$ cat config.mk
export PLATFORM = sky130hd
export DESIGN_NAME = display_terminal_stream_parser_flat
export DESIGN_NICKNAME = d
export VERILOG_FILES = /design/src/rtl/dtsp_pkg.sv /design/src/rtl/dtsp_in_if.sv /design/src/rtl/dtsp_out_if.sv /design/src/rtl/dtsp_decode.sv /design/src/rtl/dtsp_outq.sv /design/src/rtl/display_terminal_stream_parser.sv /design/src/flat_wrapper.sv
export SDC_FILE = /design/constraint.sdc
export NUM_CORES = 1
export LEC_CHECK = 0
export BUFFER_PORTS_ARGS = -buffer_cell sky130_fd_sc_hd__buf_2
export CORE_MARGIN = 2
export CORE_UTILIZATION = 55
export CTS_CLUSTER_SIZE = 14
export DETAILED_ROUTE_END_ITERATION = 10
export GPL_ROUTABILITY_DRIVEN = 1
export PLACE_DENSITY = 0.86
export SYNTH_ARGS = -nofsm -noshare
export SYNTH_HDL_FRONTEND = slang
export SYNTH_SLANG_ARGS = --single-unit
$ cat constraint.sdc
create_clock -name i_clk -period 4.3 [get_ports i_clk]
set_clock_uncertainty 0.1 [all_clocks]
set_input_delay 0.645 -clock i_clk [delete_from_list [all_inputs] [get_ports i_clk]]
set_output_delay 0.645 -clock i_clk [all_outputs]
set_load 0.05 [all_outputs]
$ cat src/rtl/dtsp_pkg.sv
// Shared types and constants of the display terminal stream parser.
package dtsp_pkg;

    // Result action codes.
    localparam logic [1:0] ACT_CHAR  = 2'd0;
    localparam logic [1:0] ACT_PIXEL = 2'd1;
    localparam logic [1:0] ACT_CLEAR = 2'd2;
    localparam logic [1:0] ACT_BEEP  = 2'd3;

    // Stream byte codes.
    localparam logic [7:0] BYTE_NEWLINE = 8'h0A;
    localparam logic [7:0] FORE_FIRST   = 8'h80;
    localparam logic [7:0] FORE_LAST    = 8'h8F;
    localparam logic [7:0] BACK_FIRST   = 8'h90;
    localparam logic [7:0] BACK_LAST    = 8'h9F;
    localparam logic [7:0] CODE_BEEP    = 8'hA0;
    localparam logic [7:0] CODE_PIXEL   = 8'hB0;
    localparam logic [7:0] CODE_CLEAR   = 8'hFF;

    // Pixel word that ends pixel mode.
    localparam logic [31:0] END_MARK = 32'hAA55AA55;

    // Palette indices after reset: white on black.
    localparam logic [3:0] FORE_RESET = 4'd15;
    localparam logic [3:0] BACK_RESET = 4'd0;

    // Result queue depth and derived widths.
    localparam int Q_DEPTH   = 4;
    localparam int Q_PTR_W   = $clog2(Q_DEPTH);
    localparam int Q_COUNT_W = $clog2(Q_DEPTH + 1);

    typedef struct packed {
        logic [1:0]  action;
        logic [8:0]  pos_x;
        logic [8:0]  pos_y;
        logic [6:0]  char_code;
        logic [3:0]  fore_index;
        logic [3:0]  back_index;
        logic [31:0] pixel_word;
        logic        beep_off;
        logic        last;
    } t_result;

    typedef struct packed {
        logic [9:0]  cursor_x;
        logic [9:0]  cursor_y;
        logic [3:0]  fore_color;
        logic [3:0]  back_color;
        logic        pixel_mode;
        logic [1:0]  byte_count;
        logic [23:0] word_accum;
        logic        beep_flag;
    } t_state;

    typedef struct packed {
        logic [Q_COUNT_W-1:0] count;
        logic                 room_for_two;
    } t_qstat;

endpackage

$ cat src/rtl/dtsp_in_if.sv
// Input byte channel of the display terminal stream parser.
interface dtsp_in_if;
    logic       valid;
    logic       ready;
    logic [7:0] byte_in;

    modport source (output valid, output byte_in, input ready);
    modport sink   (input valid, input byte_in, output ready);
endinterface

$ cat src/rtl/dtsp_out_if.sv
// Drawing command channel of the display terminal stream parser.
interface dtsp_out_if;
    logic        valid;
    logic        ready;
    logic [1:0]  action;
    logic [8:0]  pos_x;
    logic [8:0]  pos_y;
    logic [6:0]  char_code;
    logic [3:0]  fore_index;
    logic [3:0]  back_index;
    logic [31:0] pixel_word;
    logic        beep_off;
    logic        last;

    modport source (output valid, output action, output pos_x, output pos_y,
                    output char_code, output fore_index, output back_index,
                    output pixel_word, output beep_off, output last, input ready);
    modport sink   (input valid, input action, input pos_x, input pos_y,
                    input char_code, input fore_index, input back_index,
                    input pixel_word, input beep_off, input last, output ready);
endinterface

$ cat src/rtl/dtsp_decode.sv
// Combinational byte decoder: next parser state and up to two drawing commands.
module dtsp_decode #(
    parameter int SCREEN_WIDTH  = 320,
    parameter int SCREEN_HEIGHT = 240,
    parameter int CHAR_HEIGHT   = 8,
    parameter int CHAR_WIDTH    = 8
) (
    input  dtsp_pkg::t_state  i_state,
    input  logic [7:0]        i_byte,
    output dtsp_pkg::t_state  o_next,
    output logic [1:0]        o_num,
    output dtsp_pkg::t_result o_res0,
    output dtsp_pkg::t_result o_res1
);

    localparam logic [10:0] CW = 11'(CHAR_WIDTH);
    localparam logic [10:0] CH = 11'(CHAR_HEIGHT);
    localparam logic [10:0] SW = 11'(SCREEN_WIDTH);
    localparam logic [10:0] SH = 11'(SCREEN_HEIGHT);

    always_comb begin
        dtsp_pkg::t_result chr;
        logic [31:0]       word;
        logic [9:0]        cur_x;
        logic [9:0]        cur_y;
        logic [9:0]        x_adv;

        o_next = i_state;
        o_num  = 2'd0;
        o_res0 = '0;
        o_res1 = '0;
        chr    = '0;
        word   = {i_byte, i_state.word_accum};
        cur_x  = i_state.cursor_x;
        cur_y  = i_state.cursor_y;
        x_adv  = '0;

        if (i_state.pixel_mode) begin
            // Every byte is pixel data; the fourth one completes a word.
            if (i_state.byte_count != 2'd3) begin
                case (i_state.byte_count)
                    2'd0:    o_next.word_accum[7:0]   = i_state.word_accum[7:0] | i_byte;
                    2'd1:    o_next.word_accum[15:8]  = i_state.word_accum[15:8] | i_byte;
                    default: o_next.word_accum[23:16] = i_state.word_accum[23:16] | i_byte;
                endcase
                o_next.byte_count = i_state.byte_count + 2'd1;
            end else begin
                if (word != dtsp_pkg::END_MARK) begin
                    o_res0.action     = dtsp_pkg::ACT_PIXEL;
                    o_res0.pixel_word = word;
                    o_num             = 2'd1;
                end else begin
                    o_next.pixel_mode = 1'b0;
                end
                o_next.word_accum = '0;
                o_next.byte_count = 2'd0;
            end
        end else if (i_byte[7]) begin
            unique case (i_byte) inside
                [dtsp_pkg::FORE_FIRST:dtsp_pkg::FORE_LAST]: begin
                    o_next.fore_color = i_byte[3:0];
                end
                [dtsp_pkg::BACK_FIRST:dtsp_pkg::BACK_LAST]: begin
                    o_next.back_color = i_byte[3:0];
                end
                dtsp_pkg::CODE_BEEP: begin
                    o_next.beep_flag = 1'b1;
                    o_res0.action    = dtsp_pkg::ACT_BEEP;
                    o_num            = 2'd1;
                end
                dtsp_pkg::CODE_PIXEL: begin
                    o_next.pixel_mode = 1'b1;
                    o_next.word_accum = '0;
                    o_next.byte_count = 2'd0;
                end
                dtsp_pkg::CODE_CLEAR: begin
                    o_res0.action     = dtsp_pkg::ACT_CLEAR;
                    o_res0.beep_off   = 1'b1;
                    o_num             = 2'd1;
                    o_next.cursor_x   = '0;
                    o_next.cursor_y   = '0;
                    o_next.beep_flag  = 1'b0;
                    o_next.pixel_mode = 1'b0;
                end
                default: begin
                end
            endcase
        end else begin
            // The screen is cleared first when the current line would end at or beyond the bottom edge.
            if ({1'b0, cur_y} + CH >= SH) begin
                o_res0.action     = dtsp_pkg::ACT_CLEAR;
                o_num             = 2'd1;
                cur_x             = '0;
                cur_y             = '0;
                o_next.pixel_mode = 1'b0;
            end
            o_next.cursor_x = cur_x;
            o_next.cursor_y = cur_y;
            if (i_byte == dtsp_pkg::BYTE_NEWLINE) begin
                o_next.cursor_y = 10'({1'b0, cur_y} + CH);
                o_next.cursor_x = '0;
            end else begin
                chr.action     = dtsp_pkg::ACT_CHAR;
                chr.pos_x      = cur_x[8:0];
                chr.pos_y      = cur_y[8:0];
                chr.char_code  = i_byte[6:0];
                chr.fore_index = i_state.fore_color;
                chr.back_index = i_state.back_color;
                if (o_num == 2'd1) begin
                    o_res1 = chr;
                end else begin
                    o_res0 = chr;
                end
                o_num = o_num + 2'd1;
                x_adv = 10'({1'b0, cur_x} + CW);
                if ({1'b0, x_adv} >= SW - 11'd1) begin
                    o_next.cursor_x = '0;
                    o_next.cursor_y = 10'({1'b0, cur_y} + CH);
                end else begin
                    o_next.cursor_x = x_adv;
                end
            end
        end

        if (o_num == 2'd1) begin
            o_res0.last = 1'b1;
        end
        if (o_num == 2'd2) begin
            o_res1.last = 1'b1;
        end
    end

endmodule

$ cat src/rtl/dtsp_outq.sv
// Result queue: takes up to two commands per cycle and hands out one per word.
module dtsp_outq (
    input  logic              i_clk,
    input  logic              i_rst_n,
    input  logic [1:0]        i_push_num,
    input  dtsp_pkg::t_result i_res0,
    input  dtsp_pkg::t_result i_res1,
    input  logic              i_pop,
    output dtsp_pkg::t_result o_head,
    output dtsp_pkg::t_qstat  o_stat
);

    localparam int PW = dtsp_pkg::Q_PTR_W;
    localparam int CW = dtsp_pkg::Q_COUNT_W;

    dtsp_pkg::t_result r_mem [dtsp_pkg::Q_DEPTH];
    logic [PW-1:0] r_wr;
    logic [PW-1:0] n_wr;
    logic [PW-1:0] r_rd;
    logic [PW-1:0] n_rd;
    logic [CW-1:0] r_count;
    logic [CW-1:0] n_count;
    logic          pop_go;

    assign pop_go  = i_pop && (r_count != '0);
    assign n_wr    = r_wr + PW'(i_push_num);
    assign n_rd    = r_rd + PW'(pop_go);
    assign n_count = r_count + CW'(i_push_num) - CW'(pop_go);

    always_ff @(posedge i_clk) begin
        if (!i_rst_n) begin
            r_wr    <= '0;
            r_rd    <= '0;
            r_count <= '0;
        end else begin
            r_wr    <= n_wr;
            r_rd    <= n_rd;
            r_count <= n_count;
        end
    end

    always_ff @(posedge i_clk) begin
        if (i_push_num != 2'd0) begin
            r_mem[r_wr] <= i_res0;
        end
        if (i_push_num == 2'd2) begin
            r_mem[r_wr + PW'(1)] <= i_res1;
        end
    end

    assign o_head              = r_mem[r_rd];
    assign o_stat.count        = r_count;
    assign o_stat.room_for_two = (r_count <= CW'(dtsp_pkg::Q_DEPTH - 2));

endmodule

$ cat src/rtl/display_terminal_stream_parser.sv
// Top level of the display terminal stream parser.
//
// The parser takes one stream byte per word on i_in and emits drawing
// commands (character draw, pixel word, clear screen, beep start) on o_out,
// one command per word. A byte is decoded in the cycle it is accepted: the
// parser state register and a four-entry result queue are updated at that
// edge, so a command is offered on o_out from the following cycle. A new byte
// can be taken every cycle as long as the queue has room for two commands;
// most bytes give at most one command, so the sustained rate is one byte per
// cycle while o_out keeps up; a text byte that forces a full-screen clear
// gives two commands. The output side drains one command per cycle while
// o_out.ready is high, so that side sets the rate when the stream
// is dense in such bytes. There is no clearing pass and no start-up delay.
module display_terminal_stream_parser #(
    parameter int SCREEN_WIDTH  = 320,
    parameter int SCREEN_HEIGHT = 240,
    parameter int CHAR_HEIGHT   = 8,
    parameter int CHAR_WIDTH    = 8
) (
    input  logic       i_clk,
    input  logic       i_rst_n,
    dtsp_in_if.sink    i_in,
    dtsp_out_if.source o_out
);

    // Parser state: cursor, palette indices, beep flag and pixel assembler.
    dtsp_pkg::t_state  r_state;
    dtsp_pkg::t_state  n_state;

    // Outputs of the byte decoder.
    logic [1:0]        dec_num;
    dtsp_pkg::t_result dec_res0;
    dtsp_pkg::t_result dec_res1;

    // Queue status and head command.
    dtsp_pkg::t_qstat  q_stat;
    dtsp_pkg::t_result q_head;

    logic              in_accept;

    // A byte is only taken when the queue can hold both of the commands that
    // it might produce, so no command is ever dropped.
    assign i_in.ready = q_stat.room_for_two;
    assign in_accept  = i_in.valid && i_in.ready;

    dtsp_decode #(
        .SCREEN_WIDTH  (SCREEN_WIDTH),
        .SCREEN_HEIGHT (SCREEN_HEIGHT),
        .CHAR_HEIGHT   (CHAR_HEIGHT),
        .CHAR_WIDTH    (CHAR_WIDTH)
    ) u_decode (
        .i_state (r_state),
        .i_byte  (i_in.byte_in),
        .o_next  (n_state),
        .o_num   (dec_num),
        .o_res0  (dec_res0),
        .o_res1  (dec_res1)
    );

    // The state only moves on an accepted byte; reset gives white on black,
    // the cursor at home, text mode and the beep off.
    always_ff @(posedge i_clk) begin
        if (!i_rst_n) begin
            r_state.cursor_x   <= '0;
            r_state.cursor_y   <= '0;
            r_state.fore_color <= dtsp_pkg::FORE_RESET;
            r_state.back_color <= dtsp_pkg::BACK_RESET;
            r_state.pixel_mode <= 1'b0;
            r_state.byte_count <= '0;
            r_state.word_accum <= '0;
            r_state.beep_flag  <= 1'b0;
        end else if (in_accept) begin
            r_state <= n_state;
        end
    end

    dtsp_outq u_outq (
        .i_clk      (i_clk),
        .i_rst_n    (i_rst_n),
        .i_push_num (in_accept ? dec_num : 2'd0),
        .i_res0     (dec_res0),
        .i_res1     (dec_res1),
        .i_pop      (o_out.ready),
        .o_head     (q_head),
        .o_stat     (q_stat)
    );

    // The head of the queue is presented whenever the queue is not empty.
    assign o_out.valid      = (q_stat.count != '0);
    assign o_out.action     = q_head.action;
    assign o_out.pos_x      = q_head.pos_x;
    assign o_out.pos_y      = q_head.pos_y;
    assign o_out.char_code  = q_head.char_code;
    assign o_out.fore_index = q_head.fore_index;
    assign o_out.back_index = q_head.back_index;
    assign o_out.pixel_word = q_head.pixel_word;
    assign o_out.beep_off   = q_head.beep_off;
    assign o_out.last       = q_head.last;

`ifndef SYNTHESIS
    // The cursor column always stays left of the wrap point.
    a_cursor_x_range: assert property (@(posedge i_clk) disable iff (!i_rst_n)
        32'(r_state.cursor_x) < SCREEN_WIDTH - 1)
        else $error("cursor column beyond wrap point");

    // Outside pixel mode the word assembler is empty.
    a_assembler_idle: assert property (@(posedge i_clk) disable iff (!i_rst_n)
        !r_state.pixel_mode |-> (r_state.byte_count == 2'd0 && r_state.word_accum == '0))
        else $error("pixel assembler busy outside pixel mode");

    // A clear code in text mode homes the cursor and silences the beep.
    a_clear_homes: assert property (@(posedge i_clk) disable iff (!i_rst_n)
        (in_accept && !r_state.pixel_mode && i_in.byte_in == dtsp_pkg::CODE_CLEAR)
        |=> (r_state.cursor_x == '0 && r_state.cursor_y == '0 && !r_state.beep_flag))
        else $error("clear code did not home the cursor");

    // The queue never holds more commands than it has entries.
    a_queue_bound: assert property (@(posedge i_clk) disable iff (!i_rst_n)
        32'(q_stat.count) <= dtsp_pkg::Q_DEPTH)
        else $error("result queue overflow");

    // An accepted byte that produces a command makes the queue non-empty.
    a_push_visible: assert property (@(posedge i_clk) disable iff (!i_rst_n)
        (in_accept && dec_num != 2'd0) |=> o_out.valid)
        else $error("accepted command not offered");
`endif

endmodule
$ cat src/flat_wrapper.sv
// flat-port wrapper written by rule: the top's interface ports become plain ports
module display_terminal_stream_parser_flat 
#(
    parameter int SCREEN_WIDTH  = 320,
    parameter int SCREEN_HEIGHT = 240,
    parameter int CHAR_HEIGHT   = 8,
    parameter int CHAR_WIDTH    = 8
)
  (i_clk, i_rst_n, i_in_valid, i_in_byte_in, i_in_ready, o_out_valid, o_out_action, o_out_pos_x, o_out_pos_y, o_out_char_code, o_out_fore_index, o_out_back_index, o_out_pixel_word, o_out_beep_off, o_out_last, o_out_ready);
  dtsp_in_if i_in_i ();
  dtsp_out_if o_out_i ();
  input  logic i_clk;
  input  logic i_rst_n;
  input wire logic [$bits(i_in_i.valid)-1:0] i_in_valid;
  input wire logic [$bits(i_in_i.byte_in)-1:0] i_in_byte_in;
  output wire logic [$bits(i_in_i.ready)-1:0] i_in_ready;
  output wire logic [$bits(o_out_i.valid)-1:0] o_out_valid;
  output wire logic [$bits(o_out_i.action)-1:0] o_out_action;
  output wire logic [$bits(o_out_i.pos_x)-1:0] o_out_pos_x;
  output wire logic [$bits(o_out_i.pos_y)-1:0] o_out_pos_y;
  output wire logic [$bits(o_out_i.char_code)-1:0] o_out_char_code;
  output wire logic [$bits(o_out_i.fore_index)-1:0] o_out_fore_index;
  output wire logic [$bits(o_out_i.back_index)-1:0] o_out_back_index;
  output wire logic [$bits(o_out_i.pixel_word)-1:0] o_out_pixel_word;
  output wire logic [$bits(o_out_i.beep_off)-1:0] o_out_beep_off;
  output wire logic [$bits(o_out_i.last)-1:0] o_out_last;
  input wire logic [$bits(o_out_i.ready)-1:0] o_out_ready;
  assign i_in_i.valid = i_in_valid;
  assign i_in_i.byte_in = i_in_byte_in;
  assign i_in_ready = i_in_i.ready;
  assign o_out_valid = o_out_i.valid;
  assign o_out_action = o_out_i.action;
  assign o_out_pos_x = o_out_i.pos_x;
  assign o_out_pos_y = o_out_i.pos_y;
  assign o_out_char_code = o_out_i.char_code;
  assign o_out_fore_index = o_out_i.fore_index;
  assign o_out_back_index = o_out_i.back_index;
  assign o_out_pixel_word = o_out_i.pixel_word;
  assign o_out_beep_off = o_out_i.beep_off;
  assign o_out_last = o_out_i.last;
  assign o_out_i.ready = o_out_ready;
  display_terminal_stream_parser #(.SCREEN_WIDTH(SCREEN_WIDTH), .SCREEN_HEIGHT(SCREEN_HEIGHT), .CHAR_HEIGHT(CHAR_HEIGHT), .CHAR_WIDTH(CHAR_WIDTH)) u_core (.i_clk(i_clk), .i_rst_n(i_rst_n), .i_in(i_in_i), .o_out(o_out_i));
endmodule
Yosys cells after proc, flatten, opt, wreduce, memory -nomap -nowiden

Memories as Yosys holds them, arrays and structs flattened. A register that Yosys moved wholly into a read port is not among the register bits.
Index checks and enable logic that the tools add are counted.

Equality and inequality tests: 15
Multiplexer cells: 59
$add $sub $neg: 10
Bitwise logic cells: 4
Reduce and logical (&&, ||, !) cells: 20
$lt $le $gt $ge: 7

Operator list:

| cell                                                                                  | count |
|---|---|
| 69-bit 2-to-1 mux                                                                     | 3 |
| 67-bit 2-to-1 mux                                                                     | 3 |
| 32-bit 2-to-1 mux                                                                     | 3 |
| 10-bit 2-to-1 mux                                                                     | 8 |
| 65-bit 2-to-1 mux                                                                     | 1 |
| 20-bit 2-to-1 mux                                                                     | 3 |
| 27-bit 2-to-1 mux                                                                     | 2 |
| 26-bit 2-to-1 mux                                                                     | 2 |
| 33-bit 2-to-1 mux                                                                     | 1 |
| 32-bit != test (second input constant)                                                | 1 |
| 8-bit equality test (second input constant)                                           | 3 |
| 2-bit 2-to-1 mux                                                                      | 12 |
| 8-bit 2-to-1 mux                                                                      | 3 |
| 8-bit bitwise OR                                                                      | 3 |
| 4-bit AND reduction                                                                   | 6 |
| 10-bit by 4-bit adder with 10-bit output (second input constant)                      | 2 |
| 8-bit greater-or-equal comparator (second input constant)                             | 2 |
| 8-bit <= comparator (second input constant)                                           | 2 |
| 1-bit 2-to-1 mux                                                                      | 16 |
| 10-bit by 4-bit adder with 11-bit output (second input constant)                      | 1 |
| 11-bit by 8-bit greater-or-equal comparator with 1-bit output (second input constant) | 1 |
| 10-bit by 9-bit greater-or-equal comparator with 1-bit output (second input constant) | 1 |
| 3-bit != test (second input constant)                                                 | 3 |
| 8-bit by 4-bit equality test with 1-bit output (second input constant)                | 1 |
| 19 further kinds                                                                      | 32 |

Output and inout port bits: 71
Register bits: 63
RAM bits: 276
Word-level logic and storage cells: 129
Memories: 1
Input port bits: 12

Memory list:

| name                | words | width | rd ports | clocked after Yosys merged registers in | wr ports | line            | text |
|---|---|---|---|---|---|---|---|
| u_core.u_outq.r_mem | 4     | 69    | 1        | 1                                       | 2        | dtsp_outq.sv:16 | `dtsp_pkg::t_result r_mem [dtsp_pkg::Q_DEPTH];` |

Longest topological paths before layout

Gate-level depths: netlist of run 1.

Word-level depth: 13
Mapped depth: 17

Hierarchy

From an unflattened synthesis of run 1, not the netlist that was laid out.

Cell total of the unflattened synthesis: 1336
Area, all modules: 18248.8 um2

Modules (own cells, without submodules):

| module                         | times used | cells an instance | area each (um2) |
|---|---|---|---|
| dtsp_outq                      | 1          | 717               | 13709.4 |
| dtsp_decode                    | 1          | 361               | 2338.5 |
| display_terminal_stream_parser | 1          | 258               | 2200.9 |

Worst setup path before layout of run 1

No wires, ideal clock.

Kind: register to register
From: reg u_core.r_state[40] (netlist bit)
To: mem u_core.u_outq.r_mem[1][0] (netlist bit), enable pin
Required time: 3811 ps
Library setup time: 389 ps
Cell stages (with the launch flop): 15
Period minus slack after synthesis: 4141 ps
Buffers on the path: 1
Arrival time: 3653 ps
Setup slack: 159 ps
Path through: dfxtp_1 > ha_1 > nor2b_1 > o2111ai_1 > a311oi_1 > nor3_1 > inv_2 > ha_1 > nor3_1 > and4bb_2 > nand2_1 > o22ai_4 > nor2_4 > buf_6 > inv_1

RTL lines:

| what                   | line                                 | text |
|---|---|---|
| start, declared        | display_terminal_stream_parser.sv:27 | `dtsp_pkg::t_state r_state;` |
| start signal, assigned | display_terminal_stream_parser.sv:73 | `r_state <= n_state;` |
| end, declared          | dtsp_outq.sv:16                      |  |

Worst setup path after layout of run 1

From: reg u_core.r_state[39] (netlist bit)
To: reg u_core.u_outq.r_count[2]

Longest elaborated chain between the ends: 12

Ends and longest elaborated chain:

| what                                                              | line                                 | text |
|---|---|---|
| 10-bit by 4-bit adder with 11-bit output (*)                      | dtsp_decode.sv:90                    | `if ({1'b0, cur_y} + CH >= SH) begin` |
| 11-bit by 8-bit greater-or-equal comparator with 1-bit output (*) | dtsp_decode.sv:90                    |  |
| 1-bit 2-to-1 mux (*)                                              | dtsp_decode.sv:90                    |  |
| 2-bit 2-to-1 mux (*)                                              | dtsp_decode.sv:58                    | `end else if (i_byte[7]) begin` |
| 2-bit 2-to-1 mux (*)                                              | dtsp_decode.sv:38                    | `if (i_state.pixel_mode) begin` |
| 2-bit by 1-bit adder with 2-bit output                            | dtsp_decode.sv:114                   | `o_num = o_num + 2'd1;` |
| 2-bit 2-to-1 mux (*)                                              | dtsp_decode.sv:99                    | `if (i_byte == dtsp_pkg::BYTE_NEWLINE) begin` |
| 2-bit 2-to-1 mux (*)                                              | dtsp_decode.sv:58                    |  |
| 2-bit 2-to-1 mux (*)                                              | dtsp_decode.sv:38                    |  |
| 2-bit 2-to-1 mux (*)                                              | display_terminal_stream_parser.sv:80 | `.i_push_num (in_accept ? dec_num : 2'd0),` |
| 3-bit by 2-bit adder with 3-bit output (*)                        | dtsp_outq.sv:28                      | `assign n_count = r_count + CW'(i_push_num) - CW'(pop_go);` |
| 3-bit by 1-bit subtractor with 3-bit output (*)                   | dtsp_outq.sv:28                      |  |
| end signal, assigned                                              | dtsp_outq.sv:38                      | `r_count <= n_count;` |
| end, declared                                                     | dtsp_outq.sv:21                      | `logic [CW-1:0] r_count;` |

Mark *: on every way between the ends. The rest lies on a longest branch, timed or not. The select of a mux whose other input is x is not followed.
A chain may end at the register's enable or synchronous reset.

==> results.toml, run 1 <==
[run_status]
outcome = "completed"

[clocking]
postCtsSetupBuffers = 0
cts_buffers = 35
clock_sinks = 338
cts_max_level = 2
clock_latency_ns = 0.51
cts_resized = 0
clockBufferDepth = 3
cts_hold_buffers = 0
cts_tree = "done"
clkTransAtPathRegs_ns = 0.06
cts-root-buf = "clkbuf_16"

[grt]
grt_usage_pct = 25.0
use_met3_pct = 4.30
grtUsageMet1_pct = 32.4
antenna_found_initial = 1
grt_pass1_vias = 10300
grt_pass1_wl_um = 56000
top_usage_layer = "met2"
met2_usage_pct = 42.8
overflow = 0
grt_max_degree = 41

[min_path]
hold_depth = 1
hold_end = "u_core.u_outq.r_mem[1][67]"
min-delay-start = "u_core.u_outq.r_mem[1][67]"
hp-class = "flip-flop to flip-flop"

[timing]
finalHoldViolations = 0
period_share_pct = 91.4
final.setup.tns_ns = 0
final_max_slew_viol_count = 0
worst_slew_pin_slew_ns = 1.34
setup_viol = 0
slew_headroom_pct = 9.53
clock.fmax_mhz = 254
fin_crit_ns = 3.93
rsz0062_at_grt = "false"

[synthesis]
synth_edf_count = 136
synth-async-reset-ratio_pct = 0
syn_avg_cell_area_um2 = 12.1
synth_area_um2 = 15000
synth-main-ff-cell = "dfxtp_1"
synth_top_cell_area_share_pct = 27.3
yosys.area.top_type = "edfxtp_1"
ys_seq_area_share_pct = 54.3
ys_ff_latch = 338
yosysWarnings = 0
synth_area_leaders = "edfxtp_1 27%, dfxtp_1 27%, mux4_2 10%"
synth_fp_nets = 1266
synthCells = 1241
synth_cell_type_count = 72

[route]
wl_per_cell_um = 21.5
drt-vias-per-instance = 6.15
drc = 0
num_vias = 10300
wirelength_um = 35800
postRouteAntennaNets = 0
dr.pass1.iters = 5
drt_iter0_drc = 1251

[worst_setup_path]
reg2reg_to = "u_core.u_outq.r_count[2]"
cp_max_fo = 5
crit_path_start_kind = "flip-flop"
crit_chain = "ha_1, nor2b_1, o2111ai_1, a311oi_1, nor3_1, inv_2, ha_1, nor2_1, a211oi_4, nor2_1, nor2_1, ha_1, inv_1, fa_1, xor2_1, xnor2_1, and2_1"
required_ns = 4.60
path_class = "flip-flop to flip-flop"
r2r_cells = 17
cp.arrival_ns = 4.23
end_kind = "flip-flop"
slowest_delay_ns = 0.50
regToRegSetupSlack_ns = 0.37
critPathSlowestCell = "a211oi_4"
rr_startpoint = "u_core.r_state[39]"

[die]
die_height_um = 169
die_area_um2 = 28600
ios = 83
coreArea_um2 = 26900
start_util_pct = 55.7
num_rows = 60
die_w_um = 169

[finish]
areaGrowthSynthToFinish_pct = 12.0
layoutNonFillerInstCount = 1670
final_area_um2 = 16800
final_nets = 1327
final_core_util_pct = 62.4
drive_above_1_share_pct = 19.6

[place]
port_buffers = 82
placed_area_um2 = 15600
place_inst = 1606
gp_congestion = 0.940
dp_hpwl_um = 22300

[power]
power.leakage_nw = 6.14
powerDensity_nw_per_um2 = 483
worst_ir_drop_vdd_v = 0.000301

[flow_run]
cap_violations = 0
critical path, delay by kind of cell (launching register included):
family | cells | cell delay [ns]
and+or+nand+nor | 6 | 0.96
DFF | 1 | 0.32
adders and majority gates | 4 | 1.14
AOI/OAI and AO/OA | 3 | 0.91
buffers and inverters | 2 | 0.12
xor gates and xnor gates | 2 | 0.28
cell type report:
class / count / area (um2)
clock inverters: 8 / 77.6
diodes: 1 / 2.50
inverters: 15 / 56.3
well taps: 341 / 427
multi-input cells: 804 / 6370
repair buffers: 108 / 631
flip-flops and latches: 338 / 8140
clock buffers: 55 / 1080
fillers: 2028 / 10100
cells by family after synthesis:
logic type / after synthesis / synth area share [%]
AOI/OAI and AO/OA: 131 / 6.68
xor gates and xnor gates: 8 / 0.468
adders and majority gates: 13 / 1.14
buffers and inverters: 99 / 3.33
DFF: 338 / 54.3
muxes: 182 / 18.3
and+or+nand+nor: 470 / 15.8
layer usage:
| metal | wire [um] | up-vias |
|---|---|---|
| met2 | 17600 | 489 |
| met3 | 2930 | 76 |
| met1 | 14300 | 5083 |
| li1 | - | 4622 |
| met4 | 996 | 2 |
| met5 | 13 | - |
cells in the mapped netlist (5+ instances only):
master    instances
clkbuf_1         35
mux2i_1         108
buf_6            11
nand4_1           6
inv_1            14
o211ai_1          7
nand3_1          17
buf_2            26
buf_1             9
ha_1             12
nand2_1          54
dfxtp_1         202
nor4_1            5
o21bai_1          5
nor2_1          222
and2_1          103
nor2b_1          11
and3_1           13
edfxtp_1        136
a22o_1           39
a21oi_1          31
a211oi_1          7
nor3_1            7
mux4_2           69
state kept, by name, summed over array words and instances (netlist names):
| name | cells |
|---|---|
| u_core.u_outq.r_mem | 276 |
| u_core.r_state | 55 |
| u_core.u_outq.r_count | 3 |
| u_core.u_outq.r_wr | 2 |
| u_core.u_outq.r_rd | 2 |
stage by stage:
step / hold WS, ns / power (mW) / setup slack, ns
floorplan: 0.327 / 4.78 / 0.159
global placement: 0.352 / 5.12 / 0.294
detailed placement: 0.352 / 5.14 / 0.262
CTS: 0.370 / 8.12 / 0.397
global route: 0.397 / 8.33 / 0.128
finish: 0.371 / 8.10 / 0.370
placed cells by master (no fill, tap or decap), drive strengths merged, types with 3 or more instances in the layout:
cell and instances:
o21a 4, o2111ai 4, inv 15, nor2 224, and3 13, nor2b 11, o31ai 4, nand2b 4
edfxtp 136, dfxtp 202, o31a 4, nor3 7, mux4 69, a211oi 8, or4 3, nand4 6
mux2i 112, ha 12, o21bai 5, or2 5, clkinv 6, nand2 54, and2 103, nor4b 6
a21oi 31, o21ai 6, xor2 4, buf 108, a22o 39, nand3 17, nor4 5, nand4bb 3
xnor2 4, clkbuf 55, nand4b 3, o211ai 7
how the worst max path moves through the flow:
stage,startpoint,end,slack [ns]
after global routing,u_core.r_state[39],u_core.u_outq.r_count[2],0.13
final,u_core.r_state[39],u_core.u_outq.r_count[2],0.37
after global placement,i_in_byte_in[3],u_core.u_outq.r_count[2],0.29
after detailed placement,i_in_byte_in[3],u_core.u_outq.r_count[2],0.26
after CTS,u_core.r_state[39],u_core.u_outq.r_count[2],0.40
after floorplan,u_core.r_state[40],u_core.u_outq.r_mem[1][0],0.16
power by group:
| group | switching [mW] | internal (mW) |
|---|---|---|
| Clock | 1.23 | 1.80 |
| Sequential | 0.164 | 3.42 |
| Combinational | 0.967 | 0.517 |
| Total | 2.36 | 5.74 |
Power figures use the tool's default switching activity.
==> run 2: changes to the inputs <==
CORE_UTILIZATION = 56   (was 55)
PLACE_DENSITY = 0.87   (was 0.86)
SYNTH_HIERARCHICAL = 1   (was not set)
==> results.toml, run 2 <==
[finish]
fillers = 2257
reg.largest.list = "u_core/u_outq/r_mem x276, u_core/r_state x55, u_core/u_outq/r_count x3"
largest_register = "u_core/u_outq/r_mem"
final_nets = 1410
mostFrequentLayoutCells = "276 x edfxtp_1, 275 x mux2_2, 81 x buf_2"
largest_reg_flops = 276
layoutNonFillerInstCount = 1858
final_common_cell = "edfxtp_1"
seq_area_um2 = 9540
areaGrowthSynthToFinish_pct = 11.0
drive_above_1_share_pct = 39.9
multi_input_area_um2 = 7930

[clocking]
postCtsSetupBuffers = 0
clock_latency_ns = 0.53
clock_sinks = 338
cts-root-buf = "clkbuf_16"
clockBufferDepth = 3
cts_hold_buffers = 0
cts_buffers = 36
cts_tree = "done"
clkTransAtPathRegs_ns = 0.06
cts_resized = 0
cts_max_level = 2

[timing]
slew_headroom_pct = 26.3
final_max_slew_viol_count = 0
clock.fmax_mhz = 242
setup_viol = 0
final.setup.tns_ns = 0
period_share_pct = 96.1
fin_crit_ns = 4.13
finalHoldViolations = 0
rsz0062_at_grt = "false"
worst_slew_pin_slew_ns = 1.10

[worst_setup_path]
crit_chain = "ha_2, mux2_2, a21o_1, a311o_1, nand2_1, inv_1, ha_4, a211o_1, and3_4, nor4bb_4, buf_12, mux2_2"
r2r_cells = 12
crit_path_start_kind = "flip-flop"
cp_max_fo = 50
rr_startpoint = "u_core/r_state[40]"
regToRegSetupSlack_ns = 0.17
required_ns = 4.46
critPathSlowestCell = "dfxtp_2"
cp_common_cell = "mux2_2"
path_class = "flip-flop to flip-flop"
slowest_delay_ns = 0.40
cp.arrival_ns = 4.29
reg2reg_to = "u_core/u_outq/r_mem[2][41]"
end_kind = "flip-flop"

[synthesis]
yosysWarnings = 6
syn_avg_cell_area_um2 = 13.7
synthCells = 1331
synth_area_um2 = 18200

[grt]
grt_pass1_vias = 11800
grt_usage_pct = 24.8
grt_pass1_wl_um = 65600
antenna_found_initial = 4
overflow = 0
grt_max_degree = 86

[die]
die_w_um = 184
die_area_um2 = 34000
start_util_pct = 56.4
die_height_um = 184
coreArea_um2 = 32300
ios = 83
num_rows = 66

[power]
finalPower_mw = 9.24
worst_ir_drop_vdd_v = 0.000337
powerDensity_nw_per_um2 = 457
power.leakage_nw = 7.63

[route]
postRouteAntennaNets = 0
num_vias = 11500
wirelength_um = 41400
dr.pass1.iters = 5
drc = 0
drt-vias-per-instance = 6.20
drt_iter0_drc = 1191
wl_per_cell_um = 22.3

[min_path]
hold_depth = 2
hold_end = "u_core/r_state[37]"
hp-class = "flip-flop to flip-flop"
min-delay-start = "u_core/r_state[37]"

[run_status]
outcome = "completed"

[place]
place_inst = 1791
dp_hpwl_um = 24700
port_buffers = 82
gp_congestion = 0.851

[flow_run]
cap_violations = 0
-- run 2: through the flow --
step | setup WS, ns | util (%) | hold slack (ns) | cell area, um2
4_1_cts | 0.206 | 62.6 | 0.362 | 20200
3_5_place_dp | 0.0981 | 58.9 | 0.349 | 19000
2_1_floorplan | -0.455 | - | 0.327 | 18500
5_1_grt | 0.0203 | 62.6 | 0.391 | 20200
6_report | 0.169 | 62.6 | 0.362 | 20200
3_3_place_gp | 0.150 | 58.9 | 0.341 | 19000
-- run 2: worst max-delay path, delay by kind of cell (launching register included) --
family,cells,cell delay [ns]
AND/OR/NAND/NOR,3,0.84
AO/OA/AOI/OAI,3,0.83
multiplexers,2,0.72
buffers and inverters,2,0.49
adder cells (fa/ha/maj),2,0.47
flip-flops,1,0.40
-- run 2: final cells by class --
| type | instances | share of cell area (%) |
|---|---|---|
| inverter | 14 | 0.260 |
| timing repair buffer | 127 | 4.65 |
| tap | 442 | 2.74 |
| sequential | 338 | 47.2 |
| antenna | 1 | 0.0124 |
| multi-input combinational | 870 | 39.2 |
| clock inverter | 19 | 0.991 |
| clock buffer | 47 | 4.92 |
-- run 2: where the power goes --
part / leakage (nW) / internal, mW / total (mW) / switching [mW]
clock network: 0.582 / 1.88 / 3.15 / 1.28
logic: 3.90 / 0.720 / 2.26 / 1.54
registers: 3.15 / 3.68 / 3.82 / 0.138
total: 7.63 / 6.28 / 9.24 / 2.96
-- run 2: worst max-delay path by stage --
stage / start / endpoint / slack [ns] / cells past startpoint
final: u_core/r_state[40] / u_core/u_outq/r_mem[2][41] / 0.17 / 12
after global routing: u_core/r_state[40] / u_core/u_outq/r_mem[2][41] / 0.02 / 12
after CTS: u_core/r_state[40] / u_core/u_outq/r_mem[2][41] / 0.21 / 12
after detailed placement: i_in_byte_in[0] / u_core/u_outq/r_mem[2][41] / 0.1 / 10
after global placement: i_in_byte_in[0] / u_core/u_outq/r_mem[2][41] / 0.15 / 10
after floorplan: i_in_byte_in[0] / u_core/u_outq/r_mem[2][0] / -0.45 / 10
-- run 2: layer usage --
metal,GRT usage (%),wire (um),share of wire (%),up-vias
met1,33.4,17000,41,5780
met5,0,25,0.060,-
met3,4.51,3230,7.8,90
met4,7.30,998,2.4,4
met2,41.2,20200,49,509
li1,-,-,-,5136
==> run 3: changes to the inputs <==
CORE_ASPECT_RATIO = 0.75   (was not set)
CORE_UTILIZATION = 41   (was 56)
PLACE_DENSITY = 0.69   (was 0.87)
==> results.toml, run 3 (synthesis results as in run 2) <==
[die]
ios = 83
die_w_um = 247
start_util_pct = 41.8
coreArea_um2 = 43600
die_area_um2 = 46100
num_rows = 66
die_height_um = 186

[clocking]
postCtsSetupBuffers = 0
cts_buffers = 37
cts_hold_buffers = 0
clkTransAtPathRegs_ns = 0.06
clockBufferDepth = 3
cts_tree = "done"
cts-root-buf = "clkbuf_16"
cts_max_level = 2
clock_latency_ns = 0.54
clock_sinks = 338
cts_resized = 0

[worst_setup_path]
rr_startpoint = "u_core/r_state[40]"
required_ns = 4.48
reg2reg_to = "u_core/u_outq/r_mem[1][31]"
regToRegSetupSlack_ns = 0.32
crit_chain = "ha_2, mux2_2, a21o_1, a311o_1, nand2_1, inv_1, ha_4, a211o_1, and3_4, nor4b_4, buf_12, mux2_2"
cp_max_fo = 39
end_kind = "flip-flop"
path_class = "flip-flop to flip-flop"
crit_path_start_kind = "flip-flop"
critPathSlowestCell = "nor4b_4"
slowest_delay_ns = 0.42
cp_common_cell = "mux2_2"
cp.arrival_ns = 4.15
r2r_cells = 12

[timing]
setup_viol = 0
rsz0062_at_grt = "false"
worst_slew_pin_slew_ns = 1.14
clock.fmax_mhz = 252
setup_ws_ns = 0.325
final_max_slew_viol_count = 0
finalHoldViolations = 0
fin_crit_ns = 3.98
period_share_pct = 92.4
slew_headroom_pct = 24.3

[grt]
grt_usage_pct = 18.9
grt_pass1_vias = 11400
overflow = 0
grt_max_degree = 116
grt_pass1_wl_um = 67600
antenna_found_initial = 0

[place]
place_inst = 1927
gp_congestion = 0.795
dp_hpwl_um = 26600
post-place-ws_ns = 0.0909
placed_area_um2 = 19200
port_buffers = 82

[finish]
areaGrowthSynthToFinish_pct = 12.2
final_core_util_pct = 46.8
layoutNonFillerInstCount = 1995
final_common_cell = "edfxtp_1"
largest_reg_flops = 276
diodes = 0
final_nets = 1411
final_area_um2 = 20400
drive_above_1_share_pct = 39.9
largest_register = "u_core/u_outq/r_mem"
mostFrequentLayoutCells = "276 x edfxtp_1, 275 x mux2_2, 81 x buf_2"
reg.largest.list = "u_core/u_outq/r_mem x276, u_core/r_state x55, u_core/u_outq/r_count x3"

[min_path]
min-delay-start = "u_core/r_state[38]"
hp-class = "flip-flop to flip-flop"
hold_end = "u_core/r_state[38]"
hold_depth = 2

[route]
drt-vias-per-instance = 5.65
drc = 0
wirelength_um = 43700
drt_iter0_drc = 886
postRouteAntennaNets = 0
num_vias = 11300
wl_per_cell_um = 21.9
dr.pass1.iters = 5

[run_status]
outcome = "completed"

[power]
powerDensity_nw_per_um2 = 457
worst_ir_drop_vdd_v = 0.000328
power.leakage_nw = 7.64

[flow_run]
cap_violations = 0
-- run 3: cell count changes in the layout (fill, tap and decap cells not counted), sizes merged --
cell / before / now
clkinvlp: 1 / 3
bufinv: 4 / 3
clkinv: 12 / 6
inv: 16 / 15
diode: 1 / 0
clkbuf: 47 / 55
-- run 3: report_power, final --
group          leakage, nW  internal [mW]  switching [mW]
registers             3.15           3.68           0.145
clock network        0.584           1.90            1.30
logic                 3.90          0.721            1.57
-- run 3: worst max-delay path by stage --
stage          slack [ns]  depth (start not counted)                          to                from
4_1_cts              0.32                         12  u_core/u_outq/r_mem[1][31]  u_core/r_state[40]
3_5_place_dp         0.09                         10  u_core/u_outq/r_mem[1][31]     i_in_byte_in[0]
5_1_grt              0.14                         13  u_core/u_outq/r_mem[2][36]  u_core/r_state[40]
3_3_place_gp         0.14                         11  u_core/u_outq/r_mem[2][45]     i_in_byte_in[0]
6_report             0.32                         12  u_core/u_outq/r_mem[1][31]  u_core/r_state[40]
2_1_floorplan       -0.45                         10   u_core/u_outq/r_mem[2][0]     i_in_byte_in[0]
-- run 3: critical path, delay by kind of cell, from the launching register on --
kind	cells	cell delay (ns)
mux	2	0.71
flops	1	0.41
compound gates	3	0.81
simple gates	3	0.77
fa+ha+maj	2	0.47
buf+inv	2	0.42
-- run 3: layout make-up --
cell class | instances | area (um2)
clock inverters | 13 | 149
well taps | 578 | 723
repair buffers | 127 | 963
flip-flops and latches | 338 | 9540
multi-input cells | 870 | 7930
inverters | 14 | 52.6
clock buffers | 55 | 1070
fillers | 3844 | 23200
-- run 3: metal layers --
| metal | track usage, % | wire [um] |
|---|---|---|
| met1 | 27.2 | 19800 |
| met2 | 29.5 | 20000 |
| met3 | 3.57 | 2990 |
| met4 | 4.40 | 821 |
| met5 | 0 | 0 |
-- run 3: through the flow --
step / hold slack [ns] / setup TNS, ns / power, mW
after global placement: 0.349 / 0 / 6.20
after floorplan: 0.327 / -69.33 / 5.67
after CTS: 0.346 / 0 / 9.42
after detailed placement: 0.352 / 0 / 6.21
after global routing: 0.349 / 0 / 9.65
final: 0.358 / 0 / 9.32
